## config.mk

```make
export PLATFORM = sky130hd
export DESIGN_NAME = mt_front
export DESIGN_NICKNAME = d
export VERILOG_FILES = /design/src/sv/mt_pkg.sv /design/src/sv/mt_front.sv
export SDC_FILE = /design/constraint.sdc
export NUM_CORES = 1
export LEC_CHECK = 0
export BUFFER_PORTS_ARGS = -buffer_cell sky130_fd_sc_hd__buf_2
export CAP_MARGIN = 20
export CORE_ASPECT_RATIO = 0.6
export CORE_MARGIN = 4
export CORE_UTILIZATION = 57
export DETAILED_ROUTE_END_ITERATION = 8
export MAX_ROUTING_LAYER = met4
export PLACE_DENSITY_LB_ADDON = 0.15
export SYNTH_ARGS = -nofsm -noshare
export SYNTH_HDL_FRONTEND = slang
export SYNTH_SLANG_ARGS = --single-unit
```

## constraint.sdc

```tcl
create_clock -name clk -period 2.9 [get_ports clk]
set_clock_uncertainty 0.05 [all_clocks]
set_input_delay 0.29 -clock clk [delete_from_list [all_inputs] [get_ports clk]]
set_output_delay 0.29 -clock clk [all_outputs]
set_load 0.01 [all_outputs]
```

## src/sv/mt_pkg.sv

```systemverilog
// shared types, constants and helper functions of the mersenne twister generator
// no dependencies
`default_nettype none

package mt_pkg;

  // fixed geometry of the state store
  localparam int STATE_DEPTH = 624;
  localparam int TAP_OFFSET  = 397;
  localparam int IDX_W       = 10;
  localparam int KEY_MAX_DEF = 16;
  localparam int QDEPTH      = 4;
  localparam int QPTR_W      = 2;
  localparam int QCNT_W      = 3;

  // word index marks
  localparam logic [IDX_W-1:0] IDX_USED  = IDX_W'(STATE_DEPTH);
  localparam logic [IDX_W-1:0] IDX_NEVER = IDX_W'(STATE_DEPTH + 1);
  localparam logic [IDX_W-1:0] IDX_LAST  = IDX_W'(STATE_DEPTH - 1);
  localparam logic [IDX_W-1:0] IDX_TAP   = IDX_W'(TAP_OFFSET);

  // operation codes of a request
  localparam logic [1:0] OP_DRAW   = 2'd0;
  localparam logic [1:0] OP_RESEED = 2'd1;
  localparam logic [1:0] OP_KEY    = 2'd2;
  localparam logic [1:0] OP_NONE   = 2'd3;

  // algorithm constants
  localparam logic [31:0] SEED_DEFAULT = 32'd5489;
  localparam logic [31:0] SEED_KEY     = 32'd19650218;
  localparam logic [31:0] MUL_LIN      = 32'd1812433253;
  localparam logic [31:0] MUL_KEY1     = 32'd1664525;
  localparam logic [31:0] MUL_KEY2     = 32'd1566083941;
  localparam logic [31:0] TWIST_MATRIX = 32'h9908b0df;
  localparam logic [31:0] HIGH_BIT     = 32'h80000000;
  localparam logic [31:0] TEMPER_B     = 32'h9d2c5680;
  localparam logic [31:0] TEMPER_C     = 32'hefc60000;

  // one queued request
  typedef struct packed {
    logic [1:0]  op;
    logic [31:0] word;
    logic        last;
  } cmd_t;

  // output tempering
  function automatic logic [31:0] temper(input logic [31:0] x);
    logic [31:0] y;
    y = x ^ (x >> 11);
    y = y ^ ((y << 7) & TEMPER_B);
    y = y ^ ((y << 15) & TEMPER_C);
    y = y ^ (y >> 18);
    return y;
  endfunction

  // shared mixing term p ^ (p >> 30)
  function automatic logic [31:0] mix30(input logic [31:0] p);
    return p ^ (p >> 30);
  endfunction

endpackage

`default_nettype wire

```

## src/sv/mt_front.sv

```systemverilog
// request intake: drops unused codes and queues requests for the engine
// depends on mt_pkg
`default_nettype none

module mt_front (
  input  wire logic         clk,
  input  wire logic         rst,
  input  wire logic         push,
  output logic              full,
  input  wire logic [1:0]   op,
  input  wire logic [31:0]  key_word,
  input  wire logic         key_last,
  output logic              cmd_valid,
  output mt_pkg::cmd_t      cmd,
  input  wire logic         cmd_pop
);

  import mt_pkg::*;

  cmd_t              q [QDEPTH];
  logic [QPTR_W-1:0] wr_ptr;
  logic [QPTR_W-1:0] rd_ptr;
  logic [QCNT_W-1:0] count;
  logic              store;
  logic              take;

  assign full      = (count == QCNT_W'(QDEPTH));
  assign cmd_valid = (count != '0);
  assign cmd       = q[rd_ptr];
  assign store     = push && !full && (op != OP_NONE);
  assign take      = cmd_pop && cmd_valid;

  // queue storage
  always_ff @(posedge clk) begin
    if (store) begin
      q[wr_ptr] <= '{op: op, word: key_word, last: key_last};
    end
  end

  // queue pointers
  always_ff @(posedge clk) begin
    if (rst) begin
      wr_ptr <= '0;
      rd_ptr <= '0;
      count  <= '0;
    end else begin
      if (store) wr_ptr <= wr_ptr + 1'b1;
      if (take)  rd_ptr <= rd_ptr + 1'b1;
      unique case ({store, take})
        2'b10:   count <= count + 1'b1;
        2'b01:   count <= count - 1'b1;
        default: count <= count;
      endcase
    end
  end

endmodule

`default_nettype wire

```

**Word level (Yosys, flattened, before mapping)**

Memories as Yosys holds them, arrays and structs flattened. A register that Yosys moved wholly into a read port is not among the register bits.
Cells that the tools add are included.

- Register bits: 7
- Memory bits (writable): 140
- Output and inout bits: 37
- Logic and storage cells: 23
- Memories: 1

- Add/subtract/negate cells: 4
- Eq/ne operators: 4
- Multiplexer cells: 5
- Reduce and logical (&&, ||, !) cells: 6

Memory list:

| name | depth | width | read ports | clocked after memory_dff | wr ports | RTL line | RTL |
|---|---|---|---|---|---|---|---|
| q | 4 | 35 | 1 | 1 | 1 | mt_front.sv:20 | `cmd_t q [QDEPTH];` |

Operators with widths:

| cell | count |
|---|---|
| $pmux 3 s2 | 1 |
| $add 2x1->2 const B | 2 |
| $mux 2 | 2 |
| $add 3x1->3 const B | 1 |
| $eq 3x3->1 const B | 1 |
| $logic_and 1x1->1 | 3 |
| $reduce_bool 3->1 | 1 |
| $sub 3x1->3 const B | 1 |
| $eq 2x1->1 const B | 1 |
| $eq 2x2->1 const B | 1 |
| $mux 1 | 2 |
| $ne 2x2->1 const B | 1 |
| $reduce_bool 2->1 | 1 |
| $logic_not 1->1 | 1 |

**Logic depth before layout (Yosys ltp)**

Gate-level depths: netlist (run 1).

- Depth after elaboration: 6
- Depth in mapped cells: 9

**Worst setup path before layout (run 1)**

OpenSTA, ideal clock, no wires.

- Path type: register to register
- From: register count[2]
- To: memory q[1][0] in the netlist's numbering, enable pin
- Library setup time: 395 ps
- Arrival time: 1,749 ps
- Setup slack: 705 ps
- Cell stages (with the launch flop): 4
- Path buffers: 0
- Period minus slack after synthesis: 2,195 ps
- Cells stage by stage: dfxtp_1 nor3b_2 a211oi_4 and2_1

- Word-level cells in the longest chain between the ends: 6

Ends and longest elaborated chain:

| element | RTL line | RTL |
|---|---|---|
| start: declaration | mt_front.sv:23 | `logic [QCNT_W-1:0] count;` |
| start signal: assignment | mt_front.sv:50 | `2'b10: count <= count + 1'b1;` |
| start signal: assignment | mt_front.sv:51 | `2'b01: count <= count - 1'b1;` |
| start signal: assignment | mt_front.sv:52 | `default: count <= count;` |
| $eq 3x3->1 | mt_front.sv:27 | `assign full = (count == QCNT_W'(QDEPTH));` |
| named net full | mt_front.sv:9 | `output logic full,` |
| $logic_not 1->1 | mt_front.sv:30 | `assign store = push && !full && (op != OP_NONE);` |
| $logic_and 1x1->1 (2 in series) | mt_front.sv:30 |  |
| $mux 1 | mt_front.sv:35 | `if (store) begin` |
| $mux 1 (not written as such) | mt_front.sv:36 | `q[wr_ptr] <= '{op: op, word: key_word, last: key_last};` |
| end: declaration | mt_front.sv:20 |  |

The timed path passes the listed nets, and every way through them passes these cells.

==> results of run 1 <==
[final timing paths]
| kind | from | to | slack, ps | cells past startpoint |
|---|---|---|---|---|
| max | register | cmd[10] | 490 | 3 |
| min | key_word[10] | q[3][11] | 40 | 1 |
| max reg2reg | count[2] | count[2] | 680 | 9 |
| min reg2reg | rd_ptr[1] | rd_ptr[1] | 490 | 2 |
[cells in the mapped netlist, drive strengths merged (2+ instances only)]
library cell  instances  area (um^2)
nand2b                2         12.5
edfxtp              140         4200
mux4                 35          826
and2                  4         26.3
buf                   7         60.1
nor2                  8         30.0
dfxtp                 9          180
clkbuf                2         8.75
inv                   7         26.3
xor2                  3         26.3
a21oi                 2         10.0
or3                   2         13.8
ha                    5         62.6
[power groups by stage]
stage | registers, mW | logic, mW | clock network [mW]
2_1_floorplan | 2.63 | 0.912 | 0
3_3_place_gp | 2.69 | 1.26 | 0
3_5_place_dp | 2.70 | 1.27 | 0
4_1_cts | 2.66 | 1.28 | 2.11
5_1_grt | 2.68 | 1.35 | 2.24
6_report | 2.65 | 1.26 | 2.08
[kinds of logic (layout without fill, tap and decap cells)]
logic type | after synthesis | in the layout | synth area share
AOI/OAI and AO/OA | 6 | 6 | 0.00961
and+or+nand+nor | 17 | 17 | 0.0170
buffers and inverters | 16 | 122 | 0.0170
muxes | 37 | 37 | 0.152
xor gates and xnor gates | 4 | 4 | 0.00626
DFF | 149 | 149 | 0.783
adders and majority gates | 6 | 6 | 0.0148
[worst register-to-register path: stages, from the launching register on]
cell and delay, ps:
dfxtp_1 400, nor3b_2 310, a211oi_4 110, inv_1 70
ha_1 170, inv_1 60, fa_1 380, xor2_1 160
or3_1 300, a21oi_1 140
[final cells by class]
| type | count | area (um^2) |
|---|---|---|
| clock inverters | 14 | 136 |
| clock buffers | 18 | 429 |
| well taps | 130 | 163 |
| multi-input cells | 70 | 1120 |
| repair buffers | 83 | 485 |
| inverters | 7 | 26.3 |
| flip-flops and latches | 149 | 4390 |
| fillers | 549 | 2610 |
[routing by layer]
metal	wire length, um	part of all wire	up-vias
met5	0	0	-
met4	120	0.012	0
met3	612	0.062	9
met2	4630	0.47	82
met1	4540	0.46	1311
li1	-	-	1167
[sequential cells by signal (all words and copies together), names as in the netlist, named ones only]
| signal | cells |
|---|---|
| count | 3 |
| wr_ptr | 2 |
| rd_ptr | 2 |
| q | 140 |
[stage by stage]
stage | worst slack (ps) | cell area (um^2) | total power [mW] | std cells | hold WS, ps
3_3_place_gp | 784 | 6180 | 3.95 | 439 | 456
5_1_grt | 375 | 6750 | 6.27 | 471 | 20.6
4_1_cts | 452 | 6750 | 6.05 | 471 | 24.9
6_report | 488 | 6750 | 5.99 | 471 | 43.7
2_1_floorplan | 705 | 5600 | 3.54 | 235 | 339
3_5_place_dp | 707 | 6180 | 3.97 | 439 | 458
==> out/results.txt, run 1 <==
GRT Util Overall: 0.194
startpoint types: register
GRT met2 Usage: 0.275
largest net degree at the start of global routing: 26
Tightest Pin Transition: 564 ps
Post-Syn Area: 5600 um^2
Placer Congestion: 0.721
slowest cell on the critical path: mux4_1
met1 usage: 0.272
Final ANT Viol Nets: 0
Post-synth EDFFs: 140
Initial Utilization: 0.598
Sw Ratio: 0.258
Max Root-Sink Buffers: 2
Cell Pwr Density: 888 nW/um^2
Final min period: 2410 ps
Synth Net Count: 280
GR Util met3: 0.0533
cts bufs inserted: 17
RSZ-0062 raised after global routing: false
TritonRoute pass-1 iters: 4
number of global-route vias before repair: 2726
width of the die: 136 um
CP peak stage delay: 610 ps
nets@finish: 373
Setup Viol. Count Final: 0
Crit path arrival time: 2070 ps
Post-CTS Setup Inserts: 0
GR Overflow Total: 0
YS warnings: 0
worst-path cell chain: buf_12, mux4_1, buf_2
area growth from synthesis to layout: 20.6%
final WL: 9900 um
Worst EP required: 2560 ps
clock slew at reported path FFs: 60 ps
1st-iter DRT viols: 165
n_diodes: 0
post-synthesis sequential area ratio: 0.783
Setup TNS: 0 ps
row cnt: 27
Net Switching: 1.55 mW
main flop type after synthesis: edfxtp_1
synthesized area per cell: 23.8 um^2
post-synthesis cell type count: 27
status: complete, no violations
Critical Path Sink Type: primary output
number of max-cap violations: 0
Flop pwr share: 0.443
Top-Level Pins: 76
cts repair resizes: 0
Hold Buf Count CTS: 0
final core occ: 0.721
PortBufs: 75
Post-Syn Instances: 235
maximum vdd drop: 0.569 mV
Max Slew Vio Count: 0
residual DRC count: 0
combinational share of power: 0.210
CP bufs+invs: 2
H-Tree Depth: 4
# clock sinks: 149
final hold violation count: 0
first-pass GRT wire length: 15500 um
Leakage: 2.32 nW
Die H: 84.8 um
vias: 2569
fraction of layout cells with a size suffix above 1: 0.431
vias per cell: 5.45
critical path class: register to primary output
DP HPWL: 6050 um
Synth async-reset ratio: 0
Crit Path Max Fanout: 25
Clock power frac: 0.346
core region area: 9360 um^2
P_int: 4.44 mW
CTS tree: built
Hold WC Path Type: primary input to register
DIE AREA: 11500 um^2
relative slew slack: 0.624
most frequent cells in the layout: edfxtp_1 (140), buf_2 (75), mux4_2 (25)
Final Cycle Share: 0.832
Fmax achieved: 0.415 GHz
Clock Root Buffer: clkbuf_16
initial antenna violation count: 0
#FFs+latches synth: 149
CP top delay family: multiplexers
Clock Latency Late Sink: 410 ps
gr busiest metal: met2
commonest non-fill, non-tap cell in the layout: edfxtp_1
wire length per cell: 21.0 um
(Power assumes the default switching activity.)
==> run 2, diff against run 1 <==
--- a/config.mk
+++ b/config.mk
@@ -5,11 +5,12 @@
 export SDC_FILE = /design/constraint.sdc
 export NUM_CORES = 1
 export LEC_CHECK = 0
+export ABC_AREA = 1
 export BUFFER_PORTS_ARGS = -buffer_cell sky130_fd_sc_hd__buf_2
 export CAP_MARGIN = 20
 export CORE_ASPECT_RATIO = 0.6
 export CORE_MARGIN = 4
-export CORE_UTILIZATION = 57
+export CORE_UTILIZATION = 51
 export DETAILED_ROUTE_END_ITERATION = 8
 export MAX_ROUTING_LAYER = met4
 export PLACE_DENSITY_LB_ADDON = 0.15
==> constraint.sdc (replaced) <==
create_clock -name clk -period 2.13 [get_ports clk]
set_clock_uncertainty 0.05 [all_clocks]
set_input_delay 0.213 -clock clk [delete_from_list [all_inputs] [get_ports clk]]
set_output_delay 0.213 -clock clk [all_outputs]
set_load 0.01 [all_outputs]
==> out/results.txt, run 2 <==
commonest non-fill, non-tap cell in the layout: edfxtp_1 (unchanged)
relative slew slack: 0.754 (was 0.624)
Top-Level Pins: 76 (unchanged)
TritonRoute pass-1 iters: 4 (unchanged)
count leader, synth: edfxtp_1 (unchanged)
wire length per cell: 17.6 um (was 21.0 um)
Die H: 89.7 um (was 84.8 um)
Final Cycle Share: 0.943
row cnt: 29 (was 27)
fill count: 767 (was 549)
Worst EP required: 1870 ps (was 2560 ps)
H-Tree Depth: 4 (unchanged)
number of global-route vias before repair: 3579 (was 2726)
status: complete, no violations (unchanged)
biggest regs: q (140), count (3) (unchanged)
DIE AREA: 12900 um^2 (was 11500 um^2)
cts bufs inserted: 17 (unchanged)
most frequent cells in the layout: edfxtp_1 (140), nor2_1 (80), buf_2 (75) (was edfxtp_1 (140), buf_2 (75), mux4_2 (25))
final hold violation count: 0 (unchanged)
clock slew at reported path FFs: 60 ps (about the same)
Crit Path Max Fanout: 28 (was 25)
GR Overflow Total: 0 (unchanged)
initial antenna violation count: 1 (was 0)
core region area: 10700 um^2 (was 9360 um^2)
PortBufs: 75 (unchanged)
Max Slew Vio Count: 0 (unchanged)
Max Root-Sink Buffers: 2 (unchanged)
CTS tree: built (unchanged)
vias per cell: 5.40 (was 5.45)
Synth async-reset ratio: 0 (unchanged)
first-pass GRT wire length: 19100 um (was 15500 um)
leading post-synthesis cells by cell area: edfxtp_1 (74%), nor2_1 (5.6%), o21ai_0 (4.5%), o22ai_1 (3.9%), dfxtp_1 (3.2%) (was edfxtp_1 (75%), mux4_2 (10%), mux4_1 (4.7%), dfxtp_1 (3.2%), ha_1 (1.1%))
largest area contributor in the netlist: edfxtp_1 (unchanged)
main flop type after synthesis: edfxtp_1 (unchanged)
Placer Congestion: 0.774 (was 0.721)
max reg flops: 140 (unchanged)
#FFs+latches synth: 149 (unchanged)
GRT Util Overall: 0.206 (was 0.194)
Post-CTS Setup Inserts: 0 (unchanged)
largest net degree at the start of global routing: 39 (was 26)
Synth top cells by count: edfxtp_1 (140), nor2_1 (84), o21ai_0 (51), o22ai_1 (35), o21ai_1 (21) (was edfxtp_1 (140), mux4_2 (25), mux4_1 (10), dfxtp_1 (9), nor2_1 (8))
Setup Viol. Count Final: 0 (unchanged)
DP HPWL: 7230 um (was 6050 um)
number of max-cap violations: 0 (unchanged)
critical path class: register to primary output (unchanged)
Tightest Pin Transition: 370 ps (was 564 ps)
Initial Utilization: 0.530 (was 0.598)
Clock Latency Late Sink: 410 ps (about the same)
# clock sinks: 149 (unchanged)
Clock Root Buffer: clkbuf_16 (unchanged)
Hold WC Path Type: primary input to register (unchanged)
Synth Net Count: 456 (was 280)
FF/Latch Area: 4390 um^2 (about the same)
residual DRC count: 0 (unchanged)
slowest cell on the critical path: dfxtp_2 (was mux4_1)
1st-iter DRT viols: 228 (was 165)
Cell Pwr Density: 1120 nW/um^2 (was 888 nW/um^2)
final WL: 12200 um (was 9900 um)
post-synthesis sequential area ratio: 0.773 (was 0.783)
Post-Syn Area: 5670 um^2 (was 5600 um^2)
post-synth top area share: 0.741 (was 0.751)
Post-Syn Instances: 411 (was 235)
worst-path cell chain: inv_4, buf_4, nor2_1, o22ai_1, buf_2 (was buf_12, mux4_1, buf_2)
Final ANT Viol Nets: 0 (unchanged)
synthesized area per cell: 13.8 um^2 (was 23.8 um^2)
post-synthesis cell type count: 18 (was 27)
Post-synth EDFFs: 140 (unchanged)
CP peak stage delay: 340 ps (was 610 ps)
Leakage: 2.64 nW (was 2.32 nW)
Fmax achieved: 0.498 GHz
Critical Path Sink Type: primary output (unchanged)
YS warnings: 0 (unchanged)
vias: 3728 (was 2569)
width of the die: 144 um (was 136 um)
maximum vdd drop: 0.667 mV (was 0.569 mV)
fraction of layout cells with a size suffix above 1: 0.227 (was 0.431)
startpoint types: register (unchanged)
RSZ-0062 raised after global routing: false (unchanged)
Multi-input gate area: 1110 um^2 (was 1120 um^2)
Biggest register: q (unchanged)
Total Power: 8.07 mW (was 5.99 mW)
Final min period: 2010 ps
Setup TNS: 0 ps (unchanged)
nets@finish: 582 (was 373)
Crit path arrival time: 1750 ps (was 2070 ps)
area growth from synthesis to layout: 26.9% (was 20.6%)
-- run 2: cell count changes after synthesis, moves of 10 or more --
cell / before / now
mux4_2: 25 / 0
o22ai_1: 0 / 35
o21ai_0: 1 / 51
nor2_1: 8 / 84
inv_1: 7 / 18
nand2_1: 0 / 16
mux4_1: 10 / 0
o21ai_1: 0 / 21
-- run 2: where the power goes --
part / internal (mW) / switching [mW] / total (mW)
Clock: 1.58 / 1.09 / 2.67
Combinational: 0.683 / 1.19 / 1.88
Sequential: 3.45 / 0.0765 / 3.53
-- run 2: cells by family (layout without fill, tap and decap cells) --
group                    Yosys count  after routing  share of synthesized area
flip-flops                       149            149                      0.773
adder cells (fa/ha/maj)            6              6                     0.0146
other                              0              1                          0
AND/OR/NAND/NOR                  104            104                     0.0699
buffers and inverters             41            180                     0.0368
AO/OA/AOI/OAI                    111            111                      0.106
-- run 2: path summary, 6_finish.rpt --
check,startpoint,end,slack (ps),cells past startpoint
hold / removal,cmd_pop,rd_ptr[1],90,3
hold reg to reg,rd_ptr[1],rd_ptr[1],470,2
setup / recovery,register,cmd[3],120,5
setup reg to reg,count[1],count[2],210,12
-- run 2: layer usage --
| metal | vias to the layer above | global-route usage | wire (um) |
|---|---|---|---|
| met3 | 11 | 0.0598 | 867 |
| met4 | 0 | 0.0559 | 129 |
| li1 | 1758 | - | - |
| met5 | - | - | 0 |
| met1 | 1813 | 0.293 | 5780 |
| met2 | 146 | 0.294 | 5380 |
-- run 2: critical path: cells and delay by family (launching register included) --
family                 cells  cell delay (ps)
flip-flops                 1              340
AO/OA/AOI/OAI              1              240
buffers and inverters      3              680
AND/OR/NAND/NOR            1               50
-- run 2: layout make-up --
class | count | area share
diodes | 1 | 0.000348
clock buffers | 20 | 0.0607
clock inverters | 12 | 0.0123
inverters | 20 | 0.0111
multi-input cells | 221 | 0.154
flip-flops and latches | 149 | 0.609
well taps | 139 | 0.0242
repair buffers | 128 | 0.128
-- run 2: what timing repair did --
action | CTS | global route
resized for setup | 0 | 4
hold buffers | 36 | 0
endpoints found under the hold margin | 142 | 0
endpoints found under the setup margin | 0 | 28
-- run 2: stage by stage --
step	std cells	worst slack [ps]	cell area, um^2	util	hold WS (ps)
CTS	689	2.36	7180	0.671	72.5
global placement	621	293	6300	0.588	369
detailed placement	621	254	6300	0.588	373
finish	690	121	7200	0.672	93.0
floorplan	411	-415	5670	-	241
global route	690	17.3	7200	0.672	107
